===== src/pcm_agc_ram.sv =====
module pcm_agc_ram #(
   parameter int WIDTH = 16,
   parameter int DEPTH = 64,
   localparam int AW = (DEPTH > 1) ? $clog2(DEPTH) : 1
) (
   input  logic             clock,
   input  logic             we,
   input  logic [AW-1:0]    waddr,
   input  logic [WIDTH-1:0] wdata,
   input  logic             re,
   input  logic [AW-1:0]    raddr,
   output logic [WIDTH-1:0] rdata
);

   logic [WIDTH-1:0] mem [DEPTH];
   logic [WIDTH-1:0] rdata_ff;

   // Write port and registered read port
   always_ff @(posedge clock) begin
      if (we) begin
         mem[waddr] <= wdata;
      end
      if (re) begin
         rdata_ff <= mem[raddr];
      end
   end

   assign rdata = rdata_ff;

endmodule


===== config.mk =====
export PLATFORM = sky130hd
export DESIGN_NAME = pcm_agc_ram
export DESIGN_NICKNAME = d
export VERILOG_FILES = /design/src/pcm_agc_ram.sv
export SDC_FILE = /design/constraint.sdc
export NUM_CORES = 1
export LEC_CHECK = 0
export BUFFER_PORTS_ARGS = -buffer_cell sky130_fd_sc_hd__buf_2
export CAP_MARGIN = 20
export CORE_ASPECT_RATIO = 0.7
export CORE_MARGIN = 5
export CORE_UTILIZATION = 63
export CTS_CLUSTER_SIZE = 25
export DETAILED_ROUTE_END_ITERATION = 8
export PLACE_DENSITY = 0.9
export SETUP_SLACK_MARGIN = 0.5
export SLEW_MARGIN = 20
export SYNTH_ARGS = -nofsm -noshare
export SYNTH_HDL_FRONTEND = slang
export SYNTH_SLANG_ARGS = --single-unit

===== constraint.sdc =====
create_clock -name clock -period 3.35 [get_ports clock]
set_input_delay 0.67 -clock clock [delete_from_list [all_inputs] [get_ports clock]]
set_output_delay 0.67 -clock clock [all_outputs]
set_load 0.02 [all_outputs]

Word-level counts from Yosys, hierarchy flattened
Memory sizes are Yosys's and may differ from the RTL's. A register that Yosys moved wholly into a read port is not among the register bits.
Cells that the tools add are included.
Widths: inputs -> output; s select.
{"block": "totals", "reg_bits": 0, "mem_bits_rw": 1024, "out_inout_bits": 16, "mem_count": 1}
{"name": "mem", "depth": 64, "word_bits": 16, "rd": 1, "rd_clocked_by_memory_dff": 1, "wr": 1, "line": "15", "source": "logic [WIDTH-1:0] mem [DEPTH];"}
{"block": "classes", "n_mux": 2}
{"op": "$mux 1", "n": 2}

Logic depth before layout (Yosys ltp)
{"block": "depth", "depth_word": 2, "mapped_depth": 10, "ltp_nobuf": 5}

Worst setup path before layout
OpenSTA, ideal clock, no wires.
{"block": "synth_path", "path_type": "input-to-reg", "startpoint": "input waddr[3]", "endpoint": "memory mem[48][0], enable pin", "setup_ns": 0.409, "t_arrival_ns": 2.296, "setup_slack_ns": 0.645, "path_stages": 4, "n_path_buf": 1, "path_cell_list": "clkbuf_1 > nor2b_1 > nand4b_1 > nor3_1"}
{"element": "from (decl)", "line": "8", "source": "input logic [AW-1:0] waddr,"}
{"element": "to (decl)", "line": "15"}
Straight into the memory's write port.

==> results.toml <==
[detailed_routing]
viasPerCell = 7.29
drt_pass1_iterations = 6
detail_route.iter0.violations = 3998
wl_per_cell_um = 37.1
vias = 21200
antenna_left = 0
routed_wl_um = 108000
route.detailed.drc = 0

[global_routing]
track_usage_pct = 31.5
grt_max_degree = 65
grt_pass1_wl_um = 156000
grt_overflow = 0
grt_pass1_vias = 21500
antenna_found_initial = 7

[die]
die-area_um2 = 69000
core.rowCount = 77
start_util_pct = 63.6
io_pins = 47
die_y_um = 221
coreArea_um2 = 63200
die_x_um = 312

[setup_path]
critPathLaunchType = "input port"
critical-path-slowest-cell = "a221oi_1"
worstPathArrival_ps = 3180
path_buf_inv = 4
critPathKind = "input port to flop"
r2r_cells = 5
cp_cell_sequence = "buf_8 > buf_12 > buf_12 > nand2_4 > a211oi_1 > a221oi_1 > a221oi_1 > buf_4 > a311oi_1"
cp_max_fo = 27
cp-end-kind = "flop"
rrSetupSlack_ps = 960
cp_num_cells = 9
critPathMaxStageDelay_ps = 720
worst_ep_required_time_ps = 3730
path_delay_family = "compound AO/OA/AOI/OAI gates"

[job]
cap_violations = 0

[clock_network]
cts_tree = "yes"
clk_pin_slew_ps = 70
cts.sinks = 1040
cts_made_buffers = 88
htreeDepth = 3
insertion_delay_ps = 670
clockBufferDepth = 3
root_buffer = "clkbuf_16"
cts-hold-fix-buffers = 0

[yosys]
synthArstFlopShare_pct = 0
ys_types = 42
ys_ff_latch = 1040
synth.area.mux_share_pct = 15.5
synth_warnings = 0
synth_area_um2 = 40200
synth_simple_gate_area_share_pct = 2.64
synthXorXnorAreaFrac_pct = 0
synth_cells = 1829
seq_area_frac_synth_pct = 77.7
synth_edf_count = 1040
syn_nets = 1860
synth_top_family_by_area = "multiplexers"
ys.flop_type = "edfxtp_1"
synthAdderAreaFrac_pct = 0
syn_area_per_cell_um2 = 22.0
synth_compound_area_share_pct = 2.40

[timing]
finClkSkew_ps = 32.5
slew_headroom_pct = 21.4
hold_slack_ps = 442
fmax_mhz = 357
min_period_over_period_pct = 83.6
min_period_ps = 2800
grt_setup_unrepaired = "false"
slew_viol_final = 0
worst_slew_pin_slew_ps = 1180
hold_viol = 0
timing.final.ws_setup_ps = 549
setup_viol = 0
fin_tns_setup_ps = 0

[placed_design]
port_buffers = 46
place_congestion = 0.921
post_dp_cell_area_um2 = 42100
post-dp-hpwl_um = 62500
place_ws_ps = -95.4

[power_and_ir_drop]
p_leak_nw = 14.4
vdd_drop_max_v = 0.000478
p_per_area_nw_per_um2 = 591

[layout]
final_util_pct = 71.3
drive_gt1_share_pct = 28.5
nets = 2045
fin_area_um2 = 45000
syn_to_final_growth_pct = 12.0
fillers = 3295

[worst_hold_path]
hold_path_class = "input port to flop"
hold_path_depth = 1

[outcome]
outcome = "complete, no violations"
==> cells by family (layout without fill, tap and decap cells) <==
group / after synthesis / in the layout
compound gates: 129 / 129
buf+inv: 104 / 359
flops: 1040 / 1040
mux: 336 / 336
other cells: 0 / 3
simple gates: 220 / 220
==> layout by cell type, fill, tap and decap left out, types with 30 or more instances in the layout <==
master,instances
nand2_1,59
nor2b_1,30
buf_2,41
nor2_1,72
mux4_2,220
clkbuf_16,88
a22oi_1,39
buf_4,143
edfxtp_1,1040
mux2i_1,85
==> state kept, by name, summed over array words and instances (netlist names) <==
name and count:
mem 1024, rdata 16
==> final timing paths <==
| path | startpoint | to |
|---|---|---|
| max | raddr[0] | rdata[9] |
| min | wdata[1] | mem[30][1] |
| min reg2reg | mem[39][12] | rdata[12] |
| max reg2reg | mem[61][9] | rdata[9] |
==> synthesized netlist by cell type, types with 8 or more instances <==
cell type / count / area [um^2]
a211o_1: 8 / 70.1
a211oi_1: 8 / 60.1
a21oi_1: 17 / 85.1
a221oi_1: 16 / 140
a22oi_1: 39 / 293
a311oi_1: 8 / 70.1
a31oi_1: 8 / 50.1
buf_2: 36 / 180
buf_4: 13 / 97.6
buf_6: 17 / 191
clkbuf_1: 24 / 90.1
edfxtp_1: 1040 / 31200
mux2_2: 27 / 304
mux2i_1: 85 / 851
mux4_2: 220 / 4950
nand2_1: 59 / 221
nand3_1: 24 / 120
nand4_1: 12 / 75.1
nor2_1: 72 / 270
nor2b_1: 30 / 188
==> report_power, final <==
group | switching [mW] | internal [mW]
logic | 0.987 | 0.510
registers | 0.0507 | 14.4
clock network | 4.77 | 5.89
==> routing by layer <==
metal,wire (um),track usage [%],up-vias
met5,108,0.620,-
met3,18400,12.4,371
li1,-,-,8055
met4,4900,11.2,8
met2,49600,47.2,2110
met1,35300,43.3,10700
==> stage by stage <==
| stage | std cells | total power, mW |
|---|---|---|
| 6_report | 2916 | 26.6 |
| 5_1_grt | 2914 | 27.3 |
| 4_1_cts | 2913 | 26.6 |
| 3_5_place_dp | 2753 | 16.2 |
| 3_3_place_gp | 2753 | 16.1 |
| 2_1_floorplan | 1829 | 15.5 |
==> area by class of cell <==
cell class	instances	area, um^2	area share [%]
well taps	829	1040	2.30
repair buffers	199	1550	3.44
diodes	3	7.51	0.0167
clock buffers	97	2240	4.96
clock inverters	63	732	1.63
multi-input cells	685	8250	18.3
flip-flops and latches	1040	31200	69.3
==> timing repair <==
item / in CTS / in global routing
setup buffers: 0 / 0
setup endpoints to repair: 0 / 1
gates resized for setup: 0 / 1
(Power assumes the default switching activity.)
