File: config.mk
export PLATFORM = sky130hd
export DESIGN_NAME = pcm_agc_duty
export DESIGN_NICKNAME = d
export VERILOG_FILES = /design/src/pcm_agc_pkg.sv /design/src/pcm_agc_duty.sv
export SDC_FILE = /design/constraint.sdc
export NUM_CORES = 2
export LEC_CHECK = 0
export ABC_AREA = 0
export BUFFER_PORTS_ARGS = -buffer_cell sky130_fd_sc_hd__buf_4
export CORE_MARGIN = 3
export CORE_UTILIZATION = 35
export DETAILED_ROUTE_END_ITERATION = 12
export PLACE_DENSITY_LB_ADDON = 0.2
export SLEW_MARGIN = 20
export SYNTH_ARGS = -nofsm -noshare
export SYNTH_HDL_FRONTEND = slang
export SYNTH_SLANG_ARGS = --single-unit
File: constraint.sdc
create_clock -name clock -period 7.3 [get_ports clock]
set_clock_uncertainty 0.2 [all_clocks]
set_input_delay 0.365 -clock clock [delete_from_list [all_inputs] [get_ports clock]]
set_output_delay 0.365 -clock clock [all_outputs]
set_load 0.01 [all_outputs]
File: src/pcm_agc_pkg.sv
package pcm_agc_pkg;

   // Controller states
   typedef enum logic [3:0] {
      ST_COLLECT,
      ST_CLIP,
      ST_JUDGE,
      ST_DIV,
      ST_STEP,
      ST_APPLY,
      ST_SETTLE,
      ST_PLAY,
      ST_PARK_NOTE,
      ST_PROBE,
      ST_RESUME_NOTE
   } agc_state_type;

   localparam int DIV_W = 35;

   typedef struct packed {
      logic             done;
      logic [DIV_W-1:0] quotient;
   } div_result_type;

   typedef struct packed {
      logic valid;
      logic last;
   } duty_tag_type;

   // Register map (word index from paddr[2])
   localparam logic REG_CARRIER = 1'b0;
   localparam logic REG_SILENT  = 1'b1;

   localparam logic [15:0] CARRIER_RESET = 16'd16000;
   localparam logic [7:0]  SILENT_RESET  = 8'd4;

   // Gain in Q5.19
   localparam logic [23:0] GAIN_ONE   = 24'h080000;
   localparam logic [23:0] GAIN_RESET = 24'h200000;
   localparam logic [23:0] GAIN_CEIL  = 24'hA00000;
   localparam logic [23:0] GAIN_MAX   = 24'hFFFFFF;

   localparam logic [DIV_W-1:0] FULL_SCALE = 35'h4_0000_0000;
   localparam logic [DIV_W-1:0] TARGET     = 35'd14602888806;
   localparam logic [15:0]      PEAK_THRESHOLD = 16'd32;

   localparam logic [22:0] ATTACK_COEF  = 23'd4294967;
   localparam logic [22:0] RELEASE_COEF = 23'd429497;

   // ceil(2^26 / 25): exact floor division by 25 for values below 2^21
   localparam logic [21:0] RECIP_25 = 22'd2684355;

endpackage

File: src/pcm_agc_duty.sv
module pcm_agc_duty (
   input  logic                      clock,
   input  logic                      reset,
   input  logic                      adv,
   input  pcm_agc_pkg::duty_tag_type in_tag,
   input  logic signed [15:0]        sample,
   input  logic [23:0]               gain,
   input  logic [15:0]               carrier,
   output pcm_agc_pkg::duty_tag_type out_tag,
   output logic [15:0]               duty,
   output logic                      busy
);

   localparam logic signed [40:0] LIM = 41'sh4_0000_0000;

   pcm_agc_pkg::duty_tag_type t1_ff, t2_ff, t3_ff, t4_ff;
   logic signed [40:0] x_ff;
   logic [41:0]        u_ff;
   logic [36:0]        pl_ff, ph_ff;
   logic [20:0]        v_ff;

   logic signed [40:0] x_cl;
   logic [35:0]        n_val;
   logic [41:0]        u_in;
   logic [57:0]        p_sum;
   logic [41:0]        q_prod;

   // Clamp to full scale, offset to unsigned, form 2^34 + 99 n
   always_comb begin
      x_cl = x_ff;
      if (x_ff > LIM) begin
         x_cl = LIM;
      end else if (x_ff < -LIM) begin
         x_cl = -LIM;
      end
      n_val = 36'(x_cl + LIM);
      u_in  = 42'h4_0000_0000 + 42'(n_val) * 42'd99;
      p_sum = {ph_ff, 21'b0} + 58'(pl_ff);
   end

   // Pipeline stages, all held together on a stall
   always_ff @(posedge clock) begin
      if (reset) begin
         t1_ff <= '0;
         t2_ff <= '0;
         t3_ff <= '0;
         t4_ff <= '0;
      end else if (adv) begin
         t1_ff <= in_tag;
         t2_ff <= t1_ff;
         t3_ff <= t2_ff;
         t4_ff <= t3_ff;
      end
      if (adv) begin
         x_ff  <= sample * $signed({1'b0, gain});
         u_ff  <= u_in;
         pl_ff <= carrier * u_ff[20:0];
         ph_ff <= carrier * u_ff[41:21];
         v_ff  <= p_sum[57:37];
      end
   end

   // Divide by 25 through the reciprocal
   assign q_prod  = v_ff * pcm_agc_pkg::RECIP_25;
   assign duty    = q_prod[41:26];
   assign out_tag = t4_ff;
   assign busy    = t1_ff.valid | t2_ff.valid | t3_ff.valid | t4_ff.valid;

endmodule

# == After elaboration in Yosys (flattened, before gate mapping) ==
# Index checks and enable logic that the tools add are counted.
# totals
in_bits,61
register_bits,186
# classes
add_sub_neg,3
mul,5
order_cmp,2
bitwise_logic,3
n_mux,2
# op_table
cell,n
multiplier 16 x 21 -> 37 bit,2
2-to-1 mux 36 bit,2
adder 58 x 37 -> 58 bit,1
adder 35 x 42 -> 42 bit (first input constant),1
multiplier 21 x 22 -> 42 bit (second input constant),1
multiplier 36 x 7 -> 42 bit (second input constant),1
greater-than comparator 41 x 36 -> 1 bit (second input constant),1
less-than comparator 41 x 35 -> 1 bit (second input constant),1
multiplier 16 x 25 -> 41 bit,1
adder 36 bit (second input constant),1
bitwise OR 1 bit,3

# == Longest topological paths before layout ==
# depth
word_depth,6
ltp_mapped,25
depth_no_buf,23

# == Worst setup path after synthesis ==
# Ideal clock, no wire load.
# synth_timing
path_kind,register to output
start,register v_ff[12]
end,output duty[13]
setup_slack_ps,528
arrival_time_ps,6207
path_stages_with_launch,23
n_path_buf,1
path_cell_list,edfxtp_1 > fa_1 > inv_1 > fa_1 > inv_1 > fa_1 > inv_1 > fa_1 > fa_1 > fa_1 > inv_1 > ha_1 > ha_1 > nand2_1 > or3_1 > or3_1 > o21a_1 > and4b_1 > o31ai_2 > nand2_1 > a21oi_1 > xor2_1 > buf_4
# synth_between
elab_chain_cells,1
# synth_rtl
element,line,text
start: declaration,pcm_agc_duty.sv:20,logic [20:0] v_ff;
start signal: assignment,pcm_agc_duty.sv:59,v_ff <= p_sum[57:37];
multiplier 21 x 22 -> 42 bit,pcm_agc_duty.sv:64,assign q_prod = v_ff * pcm_agc_pkg::RECIP_25;
end: declaration,pcm_agc_duty.sv:10,"output logic [15:0] duty,"
# Every way passes these cells.

# == Worst setup path after layout ==
# layout_timing
start,register v_ff[9]
end,output duty[12]
# Same word-level chain as after synthesis.

==> flow_metrics.tcl <==
set metrics [dict create \
    dpl.hpwl_mm 109 \
    ios 80 \
    end_kind "primary output" \
    clock_latency_ns 0.50 \
    die_height_um 393 \
    min-delay-start "gain[0]" \
    num_antenna_cells 0 \
    drt-initial-drc-count 1714 \
    synth_seq_cells 165 \
    violations "setup timing" \
    path_class "flip-flop to primary output" \
    multiInputGateArea_mm2 0.0419 \
    first_global_vias 39559 \
    avgViaCountPerCell 4.79 \
    io_buffers 79 \
    drv_slew 0 \
    grt_usage_pct 18.0 \
    layout.nets 7438 \
    synth_edf_count 157 \
    drt_wl_total_mm 133 \
    place_congestion 0.879 \
    synth_cells 5596 \
    fillers 15082 \
    hold_viol 0 \
    synth.distinct_cells 81 \
    placed_area_mm2 0.0553 \
    final_cell_area_mm2 0.0567 \
    r2r_slack_ns 0.31 \
    async_flop_share_pct 0 \
    avgSynthCellArea_um2 9.37 \
    min_to "x_ff[0]" \
    grt_pass1_wl_mm 218 \
    setup_tns_ns -0.174 \
    netlist_area_mm2 0.0524 \
    hp-class "input port to flip-flop" \
    hold_path_depth 2 \
    critical_path_required_ns 6.73 \
    drt_drc_violations_left 0 \
    htree_levels 4 \
    avgRoutedWirePerCell_um 17.5 \
    seqCellArea_mm2 0.00487 \
    cts_tree "done" \
    num_rows 141 \
    synth_flop_cell "edfxtp_1" \
    synth-warning-count 0 \
    cts_buffers 17 \
    outcome "complete, but fails checks" \
    cts.sinks 165 \
    worst_setup_path_start_kind "flip-flop" \
    rr_startpoint "u_ff[10]" \
    setup_viol 3 \
    rr_endpoint "pl_ff[31]" \
    critical_path_arrival_ns 6.80 \
    rsz0062_at_grt "yes" \
    cts_max_path_buffers 2 \
    clock-root-buffer "clkbuf_16" \
    synth_nets 7399 \
    drive_gt1_share_pct 5.81 \
    firstDrtPassIters 5 \
    core_area_mm2 0.148 \
    dieArea_mm2 0.154 \
    grt-ovfl-total 0 \
    max_slew_margin_pct 29.7 \
    post-route-period-util_pct 101 \
    clkTransAtPathRegs_ns 0.08 \
    cp_max_fo 3 \
    clock.fmax_mhz 136 \
    grt_max_degree 88 \
    antenna_left 0 \
    postLayoutCoreUtil_pct 38.3 \
    syn_to_final_growth_pct 8.24 \
    die_w_um 393 \
    period_minus_slack_ns 7.36 \
    antenna_found_initial 0 \
    initial_core_util_pct 35.4 \
    max_slew.worst_pin.slew_ns 1.06 \
    reg2regPathDepth 20 \
    layout_setup_ws_ns -0.0608 \
    maxCapViolCount 0 \
    num_vias 36277 \
    ys_seq_area_share_pct 9.30 \
]
kinds of logic after synthesis:
group / synth area share, %
adders and majority gates: 56.6
buffers and inverters: 11.4
and+or+nand+nor: 13.6
AOI/OAI and AO/OA: 6.27
DFF: 9.30
xor gates and xnor gates: 2.64
muxes: 0.191
metal layers:
metal  GRT usage [%]  wire length, um  part of all wire (%)
met5               0                0                     0
met4            3.83             2320                   1.7
met3            1.96             5100                   3.8
met2            30.6            63300                    48
met1            24.9            62000                    47
Yosys cell counts, types with 11 or more instances:
cell type	instances	area share, %
inv_1	1365	9.8
fa_1	1048	40
ha_1	694	17
nand2_1	687	4.9
and2_1	439	5.2
clkbuf_1	187	1.3
edfxtp_1	157	9.0
a21oi_1	128	1.2
a21o_1	108	1.5
nor2_1	105	0.75
xnor2_1	102	1.7
xor2_1	56	0.94
o21ai_0	48	0.46
nand3_1	43	0.41
nand2b_1	37	0.44
nor2b_1	36	0.43
nor3_1	28	0.27
o21a_1	25	0.36
o21ai_1	25	0.24
o21bai_1	25	0.36
nand4_1	18	0.21
buf_4	16	0.23
a211oi_1	14	0.20
and3_1	13	0.16
o211ai_1	12	0.17
o31ai_1	12	0.17
or3_1	12	0.14
nor4_1	11	0.13
repair_timing:
| item | CTS | global route |
|---|---|---|
| hold buffers | 3 | 0 |
| buffers inserted | 22 | 27 |
| gates cloned | 0 | 0 |
| setup endpoints to repair | 11 | 16 |
| pin swaps | 16 | 30 |
| resized for setup | 28 | 28 |
| hold endpoints to repair | 8 | 0 |
critical path, stage by stage (launching register included):
cell and delay, ns:
edfxtp_1 0.40, buf_4 0.15, fa_1 0.52, inv_2 0.07, fa_1 0.48, inv_1 0.05
fa_1 0.50, inv_1 0.06, fa_1 0.52, inv_1 0.05, fa_1 0.47, inv_1 0.05
fa_1 0.47, inv_1 0.04, ha_2 0.18, ha_4 0.27, nand2_2 0.06, or3_4 0.38
or3_1 0.32, o21a_1 0.16, and4b_2 0.27, o31ai_4 0.27, nand2_2 0.12, a21oi_2 0.15
xor2_1 0.15, buf_4 0.14
layout make-up:
class,instances,share of cell area (%)
sequential,165,8.59
clock inverter,15,0.245
tap,1930,4.26
multi-input combinational,3857,73.8
timing repair buffer,228,3.29
clock buffer,17,0.750
inverter,1366,9.04
registers in the layout (all words and copies together) (netlist names):
signal / flops
out_tag: 2
ph_ff: 37
pl_ff: 16
t1_ff: 2
t2_ff: 2
t3_ff: 2
u_ff: 42
v_ff: 21
x_ff: 41
placed cells by master (no fill, tap or decap), drive strengths merged, types with 25 or more instances in the layout:
cell,count
inv,1373
fa,1048
ha,694
nand2,687
and2,439
buf,224
edfxtp,157
a21oi,130
a21o,108
nor2,105
xnor2,102
o21ai,75
xor2,56
nand3,43
nand2b,37
nor2b,36
nor3,28
o21a,26
o21bai,25
how the worst max path moves through the flow:
stage | end | cells past startpoint | startpoint
2_1_floorplan | duty[13] | 22 | v_ff[12]
3_3_place_gp | ph_ff[36] | 22 | carrier[1]
3_5_place_dp | ph_ff[36] | 22 | carrier[1]
4_1_cts | duty[13] | 22 | v_ff[5]
5_1_grt | duty[12] | 25 | v_ff[9]
6_report | duty[12] | 25 | v_ff[9]
metrics by stage:
stage	worst slack, ns	hold slack, ns	instances
6_report	-0.0608	0.207	7578
5_1_grt	-0.354	0.191	7578
4_1_cts	-0.198	0.151	7551
3_5_place_dp	0.162	0.297	7494
3_3_place_gp	0.195	0.276	7494
2_1_floorplan	0.528	0.260	5596
Power is left out: the tool's default activity adds up to more than one toggle a clock period on the data nets, which glitch-free logic cannot reach.
