`src/pcm_agc_pkg.sv`:
```
package pcm_agc_pkg;

   // Controller states
   typedef enum logic [3:0] {
      ST_COLLECT,
      ST_CLIP,
      ST_JUDGE,
      ST_DIV,
      ST_STEP,
      ST_APPLY,
      ST_SETTLE,
      ST_PLAY,
      ST_PARK_NOTE,
      ST_PROBE,
      ST_RESUME_NOTE
   } agc_state_type;

   localparam int DIV_W = 35;

   typedef struct packed {
      logic             done;
      logic [DIV_W-1:0] quotient;
   } div_result_type;

   typedef struct packed {
      logic valid;
      logic last;
   } duty_tag_type;

   // Register map (word index from paddr[2])
   localparam logic REG_CARRIER = 1'b0;
   localparam logic REG_SILENT  = 1'b1;

   localparam logic [15:0] CARRIER_RESET = 16'd16000;
   localparam logic [7:0]  SILENT_RESET  = 8'd4;

   // Gain in Q5.19
   localparam logic [23:0] GAIN_ONE   = 24'h080000;
   localparam logic [23:0] GAIN_RESET = 24'h200000;
   localparam logic [23:0] GAIN_CEIL  = 24'hA00000;
   localparam logic [23:0] GAIN_MAX   = 24'hFFFFFF;

   localparam logic [DIV_W-1:0] FULL_SCALE = 35'h4_0000_0000;
   localparam logic [DIV_W-1:0] TARGET     = 35'd14602888806;
   localparam logic [15:0]      PEAK_THRESHOLD = 16'd32;

   localparam logic [22:0] ATTACK_COEF  = 23'd4294967;
   localparam logic [22:0] RELEASE_COEF = 23'd429497;

   // ceil(2^26 / 25): exact floor division by 25 for values below 2^21
   localparam logic [21:0] RECIP_25 = 22'd2684355;

endpackage

```
`src/pcm_agc_div.sv`:
```
module pcm_agc_div (
   input  logic                          clock,
   input  logic                          reset,
   input  logic                          start,
   input  logic [pcm_agc_pkg::DIV_W-1:0] dividend,
   input  logic [15:0]                   divisor,
   output pcm_agc_pkg::div_result_type   result
);

   localparam int N = pcm_agc_pkg::DIV_W;
   localparam int CW = $clog2(N);

   logic          busy_ff, busy_in;
   logic          done_ff, done_in;
   logic [CW-1:0] cnt_ff, cnt_in;
   logic [15:0]   rem_ff, rem_in;
   logic [N-1:0]  quo_ff, quo_in;
   logic [15:0]   dvs_ff, dvs_in;
   logic [16:0]   shifted;
   logic [16:0]   trial;

   // One quotient bit per cycle, restoring
   always_comb begin
      busy_in = busy_ff;
      done_in = 1'b0;
      cnt_in  = cnt_ff;
      rem_in  = rem_ff;
      quo_in  = quo_ff;
      dvs_in  = dvs_ff;
      shifted = {rem_ff, quo_ff[N-1]};
      trial   = shifted - {1'b0, dvs_ff};
      if (start) begin
         busy_in = 1'b1;
         cnt_in  = '0;
         rem_in  = '0;
         quo_in  = dividend;
         dvs_in  = divisor;
      end else if (busy_ff) begin
         if (shifted >= {1'b0, dvs_ff}) begin
            rem_in = trial[15:0];
            quo_in = {quo_ff[N-2:0], 1'b1};
         end else begin
            rem_in = shifted[15:0];
            quo_in = {quo_ff[N-2:0], 1'b0};
         end
         cnt_in = cnt_ff + 1'b1;
         if (cnt_ff == CW'(N - 1)) begin
            busy_in = 1'b0;
            done_in = 1'b1;
         end
      end
   end

   always_ff @(posedge clock) begin
      if (reset) begin
         busy_ff <= 1'b0;
         done_ff <= 1'b0;
      end else begin
         busy_ff <= busy_in;
         done_ff <= done_in;
      end
      cnt_ff <= cnt_in;
      rem_ff <= rem_in;
      quo_ff <= quo_in;
      dvs_ff <= dvs_in;
   end

   assign result.done     = done_ff;
   assign result.quotient = quo_ff;

endmodule

```
`config.mk`:
```
export PLATFORM = sky130hd
export DESIGN_NAME = pcm_agc_div
export DESIGN_NICKNAME = d
export VERILOG_FILES = /design/src/pcm_agc_pkg.sv /design/src/pcm_agc_div.sv
export SDC_FILE = /design/constraint.sdc
export NUM_CORES = 1
export LEC_CHECK = 0
export BUFFER_PORTS_ARGS = -buffer_cell sky130_fd_sc_hd__buf_2
export CORE_MARGIN = 8
export CORE_UTILIZATION = 25
export CTS_CLUSTER_SIZE = 20
export DETAILED_ROUTE_END_ITERATION = 10
export GPL_ROUTABILITY_DRIVEN = 0
export SYNTH_ARGS = -nofsm -noshare
export SYNTH_HDL_FRONTEND = slang
export SYNTH_SLANG_ARGS = --single-unit
```
`constraint.sdc`:
```
create_clock -name clock -period 6 [get_ports clock]
set_input_delay 0.9 -clock clock [delete_from_list [all_inputs] [get_ports clock]]
set_output_delay 0.9 -clock clock [all_outputs]
set_load 0.005 [all_outputs]
```
* Yosys cells after proc, flatten, opt, wreduce, memory -nomap -nowiden *
Index checks and enable logic that the tools add are counted.
Widths: inputs -> output; s select.

cells by class
  add/subtract/negate cells = 2
  magnitude comparators = 1
  equal/unequal tests = 1
  muxes and demuxes = 8
  bitwise operators = 1
  reduce and logical (&&, ||, !) cells = 2

operators by type and width
  cell                 count
  $mux 35              2
  $ge 17x16->1         1
  $mux 16              1
  $sub 16x16->16       1
  $add 6x1->6 const B  1
  $eq 6x6->1 const B   1
  $mux 1               5
  $reduce_or 3->1      1
  $reduce_bool 2->1    1
  $not 1->1            1

storage, ports and cells
  bits in registers = 75
  input bits = 54
  output and inout port bits = 36
  word-level logic and storage cells = 21

* Logic depth before layout (Yosys ltp) *
Gate-level depths: netlist of run 1.

  depth in word-level cells = 4
  depth in mapped cells = 11
  depth with buffers taken out = 9

* Worst setup path after synthesis of run 1 *
No wires, ideal clock.

  kind = input port to flip-flop
  start = in start
  end = reg quo_ff[0], enable pin
  setup time = 390 ps
  arrival = 2136 ps
  setup slack = 3475 ps
  stages = 4
  cell sequence = clkbuf_1 -> nor2_1 -> clkbuf_1 -> inv_1

between the ends
  cells in the longest elaborated chain, start to end = 1

ends and longest elaborated chain
  item                                RTL line           RTL
  from (decl)                         pcm_agc_div.sv:4   input logic start,
  $reduce_bool 2->1 (no source line)  -
  to (signal assigned)                pcm_agc_div.sv:64  quo_ff <= quo_in;
  to (decl)                           pcm_agc_div.sv:17  logic [N-1:0] quo_ff, quo_in;

No other way between the ends.
A chain may end at the register's enable or synchronous reset.

* Worst setup path after layout of run 1 *
  start = reg dvs_ff[15]
  end = reg rem_ff[7]

between the ends
  cells in the longest elaborated chain, start to end = 2

ends and longest elaborated chain
  item                    RTL line           RTL
  from (decl)             pcm_agc_div.sv:18  logic [15:0] dvs_ff, dvs_in;
  from (signal assigned)  pcm_agc_div.sv:65  dvs_ff <= dvs_in;
  $ge 17x16->1            pcm_agc_div.sv:39  if (shifted >= {1'b0, dvs_ff}) begin
  $mux 16                 pcm_agc_div.sv:39
  to (signal assigned)    pcm_agc_div.sv:63  rem_ff <= rem_in;
  to (decl)               pcm_agc_div.sv:16  logic [15:0] rem_ff, rem_in;

No other way between the ends.

==> impl_table.tex, run 1 <==
\begin{tabular}{lr}
\hline
Metric & Value \\
\hline
\multicolumn{2}{l}{\textbf{STA}} \\
Setup-violating endpoint count in the final report & 0 \\
Worst Skew & between 0.005 and 0.006 ns \\
Max Transition Viols Final & 0 \\
Total Negative Setup Slacks & 0 ns \\
Max-Slew Margin vs Limit & about a quarter \\
Shortest period the worst path allows & 3.06 ns \\
Period Utilization, post-route & a little over 50\% \\
Unrepaired setup endpoints after global routing & false \\
Peak clock frequency supported by timing & between 0.3 and 0.4 GHz \\
Hold Vio Cnt, Final & 0 \\
Actual slew at the worst max-slew pin & 1.10 ns \\
\multicolumn{2}{l}{\textbf{Yosys}} \\
Proportion of register bits with asynchronous set or reset after synthesis & 0\% \\
Synth area leaders & edfxtp\_1 38\%, dfxtp\_1 12\%, mux2\_2 9.5\% \\
Number of unique standard cell types used by synthesis & 53 \\
Total of flip-flops plus latches after synthesis & 75 \\
Nets in the synthesized netlist & 439 \\
Synthesis warning total & 0 \\
Post-synthesis instance area & $\sim$4000 sq um \\
Average footprint of a synthesized cell & 11.0 sq um \\
Yosys top cell area share & between 30\% and 40\% \\
Synth Instances & 366 \\
Ys flop type & edfxtp\_1 \\
Sequential-to-total area share from yosys stat & approximately 50\% \\
Post-synth EDFFs & between 50 and 60 \\
Cell type contributing the most total cell area after synthesis & edfxtp\_1 \\
\multicolumn{2}{l}{\textbf{Drt}} \\
Final routed wire length divided by cell count & 15.1 microns \\
Iteration-0 DRC Markers & roughly 140 \\
Final WL & 10200 microns \\
Pre-antenna DRT Iters & 4 \\
Vias per std cell & around 4.6 \\
Final routed DRC violation total & 0 \\
Post-route antenna net violation count & 0 \\
Total via count in the routed design & 3121 \\
\multicolumn{2}{l}{\textbf{GRT}} \\
Overall overflow remaining after global route & 0 \\
Largest net degree at the start of global routing & 38 \\
Vias in the first global route & approximately 3300 \\
Number of antenna violations at the first check in global routing & 0 \\
Wire length of the first global-routing pass & 16400 microns \\
Global router's overall resource usage & 10.2\% \\
\multicolumn{2}{l}{\textbf{Setup path}} \\
Delay of the slowest critical-path stage & a little under 0.7 ns \\
CP endpoint kind & flop \\
Cell-by-cell listing of the critical path & inv\_1 -> ha\_1 -> a211oi\_1 -> and3\_1 -> nor2\_1 -> a221oi\_2 -> buf\_4 -> mux2i\_1 -> a211oi\_1 \\
Most frequent cell on the critical path & a211oi\_1 \\
Biggest fanout along the worst timing path & 13 \\
WS Path Type & flop to flop \\
Slowest CP cell & a221oi\_2 \\
Start of the worst register-to-register path & dvs\_ff[15] \\
Critical path startpoint & dvs\_ff[15] \\
Startpoint class of the critical path & flop \\
Endpoint arrival time on the critical path & roughly 3.3 ns \\
Required time reported for the critical path endpoint & 6.20 ns \\
\multicolumn{2}{l}{\textbf{Pwr}} \\
Fraction of power consumed by the clock network & 41.4\% \\
Power per Cell Area & approximately 280 nW/um\^{}2 \\
Register share of total power & 44.7\% \\
Net switching component of the power & $\sim$340 uW \\
Switching portion of total power & 24.2\% \\
Power share of the combinational group & 14.0\% \\
Max IR drop VDD & between 0.1 and 0.15 mV \\
Total internal power & 1050 uW \\
Static Leakage & 0.00204 uW \\
\multicolumn{2}{l}{\textbf{CTS}} \\
Root cell of the clock tree & clkbuf\_16 \\
Hold buffer count at cts & 0 \\
Cts repair resizes & 0 \\
Setup repair bufs after CTS & 0 \\
Clock tree from TritonCTS & yes \\
Register clock-pin slew on the reported worst setup and hold paths & $\sim$0.060 ns \\
Level count of the clock H-tree & 3 \\
CTS max path bufs & 2 \\
Clock sink count & 75 \\
Clock latency of the later-clocked register in the worst-skew pair & $\sim$0.34 ns \\
TritonCTS buffer count & 9 \\
\multicolumn{2}{l}{\textbf{Outcome}} \\
Run status & finished, final reports clean \\
\multicolumn{2}{l}{\textbf{Finish}} \\
Area of the multi-input gates & approximately 1800 sq um \\
Fraction of final layout cells with drive strength greater than 1 & approximately a third \\
Post-layout nets & between 500 and 600 \\
Final-layout fill cell count & around 1600 \\
Diodes inserted & 0 \\
End-of-flow core utilization & 31.6\% \\
Area growth, synth to finish & 24.1\% \\
Area used by sequential logic in the layout & just over 2000 sq um \\
\multicolumn{2}{l}{\textbf{Placed design}} \\
Hpwl dp & roughly 7500 microns \\
Number of I/O port buffers & between 80 and 90 \\
\multicolumn{2}{l}{\textbf{Die}} \\
Std cell rows & 46 \\
Die Outline Area & roughly 20000 sq um \\
Core ar. & $\sim$16000 sq um \\
Initial core utilization & 25.4\% \\
Chip height & approximately 140 microns \\
Top-Level Pins & 90 \\
Chip width & around 140 microns \\
\multicolumn{2}{l}{\textbf{Run}} \\
Max-Cap Viols & 0 \\
\multicolumn{2}{l}{\textbf{Min path}} \\
Hold Path Origin & cnt\_ff[5] \\
Worst min-delay path class & flop to flop \\
\hline
\end{tabular}
==> worst paths after layout <==
check,end,slack (ns),cells past startpoint
max,rem_ff[7],2.94,9
min,done_ff,0.48,2
max reg2reg,rem_ff[7],2.94,9
min reg2reg,done_ff,0.48,2
==> state kept, by name, summed over array words and instances (netlist names) <==
name / cells
quo_ff: 35
dvs_ff: 16
rem_ff: 16
cnt_ff: 6
busy_ff: 1
done_ff: 1
==> worst max-delay path, delay by kind of cell, from the launching register on <==
family          cells  cell delay [ns]
flops               1             0.37
compound gates      3             1.16
buf+inv             2             0.40
simple gates        2             0.52
mux                 1             0.20
fa+ha+maj           1             0.26
==> cell type report <==
cell class	count	share of cell area [%]
Clock buffer	10	4.58
Clock inverter	6	1.80
Tap cell	216	5.41
Inverter	23	1.73
Timing Repair Buffer	93	9.52
Sequential cell	75	40.3
Multi-Input combinational cell	250	36.7
==> Yosys cell counts (all sizes together), types with 2 or more instances <==
library cell	count
nor2	24
o31a	2
xnor2	6
buf	7
and2	2
a221o	2
a221oi	2
nor4	3
nand2b	2
nand2	25
edfxtp	51
o31ai	3
o21a	6
clkbuf	11
and3	5
nor2b	3
mux2i	6
a21oi	18
inv	23
a211oi	6
or2	2
ha	18
nor3	7
a21o	5
o22ai	2
xor2	7
nand4b	3
nand3	11
and4	2
nand4	4
a32oi	6
o21ai	19
a311oi	2
mux2	34
dfxtp	24
a22oi	2
==> logic make-up after synthesis <==
kind of cell	count (synthesis)	synth area share (%)
buffers and inverters	41	4.48
flip-flops	75	50.0
adder cells (fa/ha/maj)	19	6.09
multiplexers	40	11.0
AND/OR/NAND/NOR	97	12.0
AO/OA/AOI/OAI	81	13.6
XOR/XNOR	13	2.83
==> per-layer routing <==
layer | global-route usage [%] | vias to the layer above | routed length (microns)
met4 | 5.31 | 0 | 175
met2 | 16.3 | 94 | 4750
met5 | 0 | - | 0
li1 | - | 1537 | -
met1 | 11.6 | 1478 | 4490
met3 | 3.84 | 12 | 750
==> power by group through the flow <==
stage	Clock, uW	Sequential, uW	Combinational, uW
after detailed placement	0	632	196
after CTS	598	622	196
after global placement	0	631	191
after global routing	619	627	215
final	576	621	194
after floorplan	0	631	119
==> through the flow <==
step,hold slack [ns],instance area [sq um],setup slack [ns],instances,total power [uW]
global route,0.522,4990,2.81,673,1460
CTS,0.484,4990,2.92,673,1420
floorplan,0.443,4020,3.47,366,749
global placement,0.468,4680,3.00,657,822
finish,0.477,4990,2.94,673,1390
detailed placement,0.475,4680,2.92,657,827
==> placed cells by master, fill, tap and decap left out, drive strengths merged, types with 3 or more instances in the layout <==
master	count
nand3	11
xor2	7
o21a	6
a211oi	6
inv	23
o21ai	19
clkinv	3
nor2b	3
nor2	24
clkbuf	10
edfxtp	51
o31ai	3
ha	18
a21oi	18
a21o	5
nand2	25
mux2i	6
xnor2	6
buf	93
a32oi	6
nor3	7
nor4	3
nand4b	3
nand4	4
dfxtp	24
and3	5
mux2	34
No activity file was read; power rests on OpenSTA's default activity.
==> run 2, diff against run 1 <==
Clock period 6 ns to 2.5 ns, I/O delays scaled along.
==> impl_table.tex, run 2 (synthesized netlist as in run 1, its figures left out) <==
\begin{tabular}{lr}
\hline
Metric & Value \\
\hline
\multicolumn{2}{l}{\textbf{Setup path}} \\
Startpoint class of the critical path & flop \\
Required time reported for the critical path endpoint & 2.77 ns \\
Endpoint arrival time on the critical path & around 2.6 ns \\
Biggest fanout along the worst timing path & 8 \\
Top Family by Delay on Critical Path & simple AND/OR/NAND/NOR gates \\
Delay of the slowest critical-path stage & about 0.66 ns \\
Cell-by-cell listing of the critical path & inv\_1 -> ha\_1 -> nor2b\_1 -> o31a\_1 -> a21o\_1 -> a221oi\_2 -> buf\_4 -> or4b\_2 -> nand3\_1 \\
Worst path buffer plus inverter count & 2 \\
CP endpoint kind & flop \\
WS Path Type & flop to flop \\
Slowest CP cell & or4b\_2 \\
\multicolumn{2}{l}{\textbf{STA}} \\
Final Worst Setup Slack & approximately 0.13 ns \\
Unrepaired setup endpoints after global routing & false \\
Total Negative Setup Slacks & 0 ns \\
Max Transition Viols Final & 0 \\
Hold Vio Cnt, Final & 0 \\
Setup-violating endpoint count in the final report & 0 \\
Actual slew at the worst max-slew pin & around 0.37 ns \\
Peak clock frequency supported by timing & $\sim$0.42 GHz \\
Max-Slew Margin vs Limit & roughly three quarters \\
Shortest period the worst path allows & 2.37 ns \\
Worst Skew & $\sim$0.01 ns \\
Period Utilization, post-route & a little over nine tenths \\
\multicolumn{2}{l}{\textbf{Die}} \\
Chip width & about 140 microns \\
Core ar. & between 15000 and 20000 sq um \\
Chip height & 143 microns \\
Die Outline Area & 20400 sq um \\
Std cell rows & 46 \\
Initial core utilization & 25.4\% \\
Top-Level Pins & 90 \\
\multicolumn{2}{l}{\textbf{Placed design}} \\
Number of I/O port buffers & 89 \\
Post-Place Worst Slack & between 0.07 and 0.08 ns \\
Hpwl dp & between 7000 and 8000 microns \\
\multicolumn{2}{l}{\textbf{Drt}} \\
Post-route antenna net violation count & 0 \\
Total via count in the routed design & about 3300 \\
Pre-antenna DRT Iters & 7 \\
Final routed DRC violation total & 0 \\
Final WL & approximately 10000 microns \\
Vias per std cell & 4.67 \\
Iteration-0 DRC Markers & 146 \\
Final routed wire length divided by cell count & $\sim$15 microns \\
\multicolumn{2}{l}{\textbf{Finish}} \\
Diodes inserted & 0 \\
Leading cell type in the layout, fill and taps excluded & buf\_2 \\
End-of-flow core utilization & between 30\% and 40\% \\
Biggest regs & quo\_ff (35), dvs\_ff (16), rem\_ff (16) \\
Commonest cells after routing, fill and taps aside & 89 x buf\_2, 51 x edfxtp\_1, 34 x mux2\_2 \\
Area growth, synth to finish & 29.3\% \\
Fraction of final layout cells with drive strength greater than 1 & a little under two fifths \\
Post-layout nets & 550 \\
Register name with the most flops & quo\_ff \\
Max reg flops & 35 \\
\multicolumn{2}{l}{\textbf{Pwr}} \\
Power per Cell Area & 632 nW/um\^{}2 \\
Max IR drop VDD & approximately 0.35 mV \\
Static Leakage & between 0.002 and 0.0025 uW \\
\multicolumn{2}{l}{\textbf{GRT}} \\
Global router's overall resource usage & between 10\% and 20\% \\
Wire length of the first global-routing pass & roughly 17000 microns \\
Overall overflow remaining after global route & 0 \\
Number of antenna violations at the first check in global routing & 0 \\
Largest net degree at the start of global routing & 35 \\
Vias in the first global route & 3364 \\
\multicolumn{2}{l}{\textbf{CTS}} \\
Register clock-pin slew on the reported worst setup and hold paths & $\sim$0.06 ns \\
TritonCTS buffer count & 9 \\
Root cell of the clock tree & clkbuf\_16 \\
Clock sink count & 75 \\
CTS max path bufs & 2 \\
Level count of the clock H-tree & 3 \\
Clock latency of the later-clocked register in the worst-skew pair & approximately 0.34 ns \\
Clock tree from TritonCTS & yes \\
\multicolumn{2}{l}{\textbf{Run}} \\
Max-Cap Viols & 0 \\
\multicolumn{2}{l}{\textbf{Outcome}} \\
Run status & finished, final reports clean \\
\multicolumn{2}{l}{\textbf{Min path}} \\
Worst min-delay path class & primary input to flop \\
\hline
\end{tabular}
-- run 2: power breakdown --
part / switching (uW) / internal [uW] / leakage (uW)
combinational: 266 / 252 / 0.00131
clock: 501 / 776 / 0.000141
sequential: 51.8 / 1440 / 0.000704
-- run 2: routing by layer --
metal | share of wire (%) | vias to the layer above | track usage (%)
li1 | - | 1595 | -
met1 | 45 | 1531 | 12.4
met2 | 45 | 114 | 16.4
met3 | 7.2 | 23 | 3.87
met4 | 3.0 | 0 | 6.04
met5 | 0 | - | 0
-- run 2: what timing repair did --
item,in CTS,in global routing
buffers inserted,0,3
hold buffers,0,0
gates resized for setup,0,10
endpoints found under the hold margin,0,0
endpoints found under the setup margin,0,11
-- run 2: worst register-to-register path: stages, from the launching register on --
cell and delay (ns):
edfxtp_1 0.38, inv_1 0.06, ha_1 0.28, nor2b_1 0.19
o31a_1 0.19, a21o_1 0.20, a221oi_2 0.08, buf_4 0.17
or4b_2 0.66, nand3_1 0.10
-- run 2: cell type report --
class                   instances  area [sq um]
clock buffers                  12           236
clock inverters                 4          52.6
fillers                      1632         10600
inverters                      23          86.3
multi-input cells             250          1870
flip-flops and latches         75          2010
well taps                     216           270
repair buffers                118           676
-- run 2: final timing paths --
kind                                start        end  slack [ns]  depth (start not counted)
worst min-delay path                reset    busy_ff        0.20                          2
worst min register to register  cnt_ff[5]    done_ff        0.48                          2
worst max register to register  dvs_ff[1]  rem_ff[8]        0.13                          9
worst max-delay path            dvs_ff[1]  rem_ff[8]        0.13                          9
-- run 2: per-stage QoR --
step           power [uW]  hold WS, ns  instances  cell area, sq um
6_report             3290        0.202        698              5200
5_1_grt              3450        0.192        698              5200
4_1_cts              3330        0.181        695              5140
3_5_place_dp         2030        0.472        679              4850
3_3_place_gp         2020        0.465        679              4850
2_1_floorplan        1800        0.443        366              4020
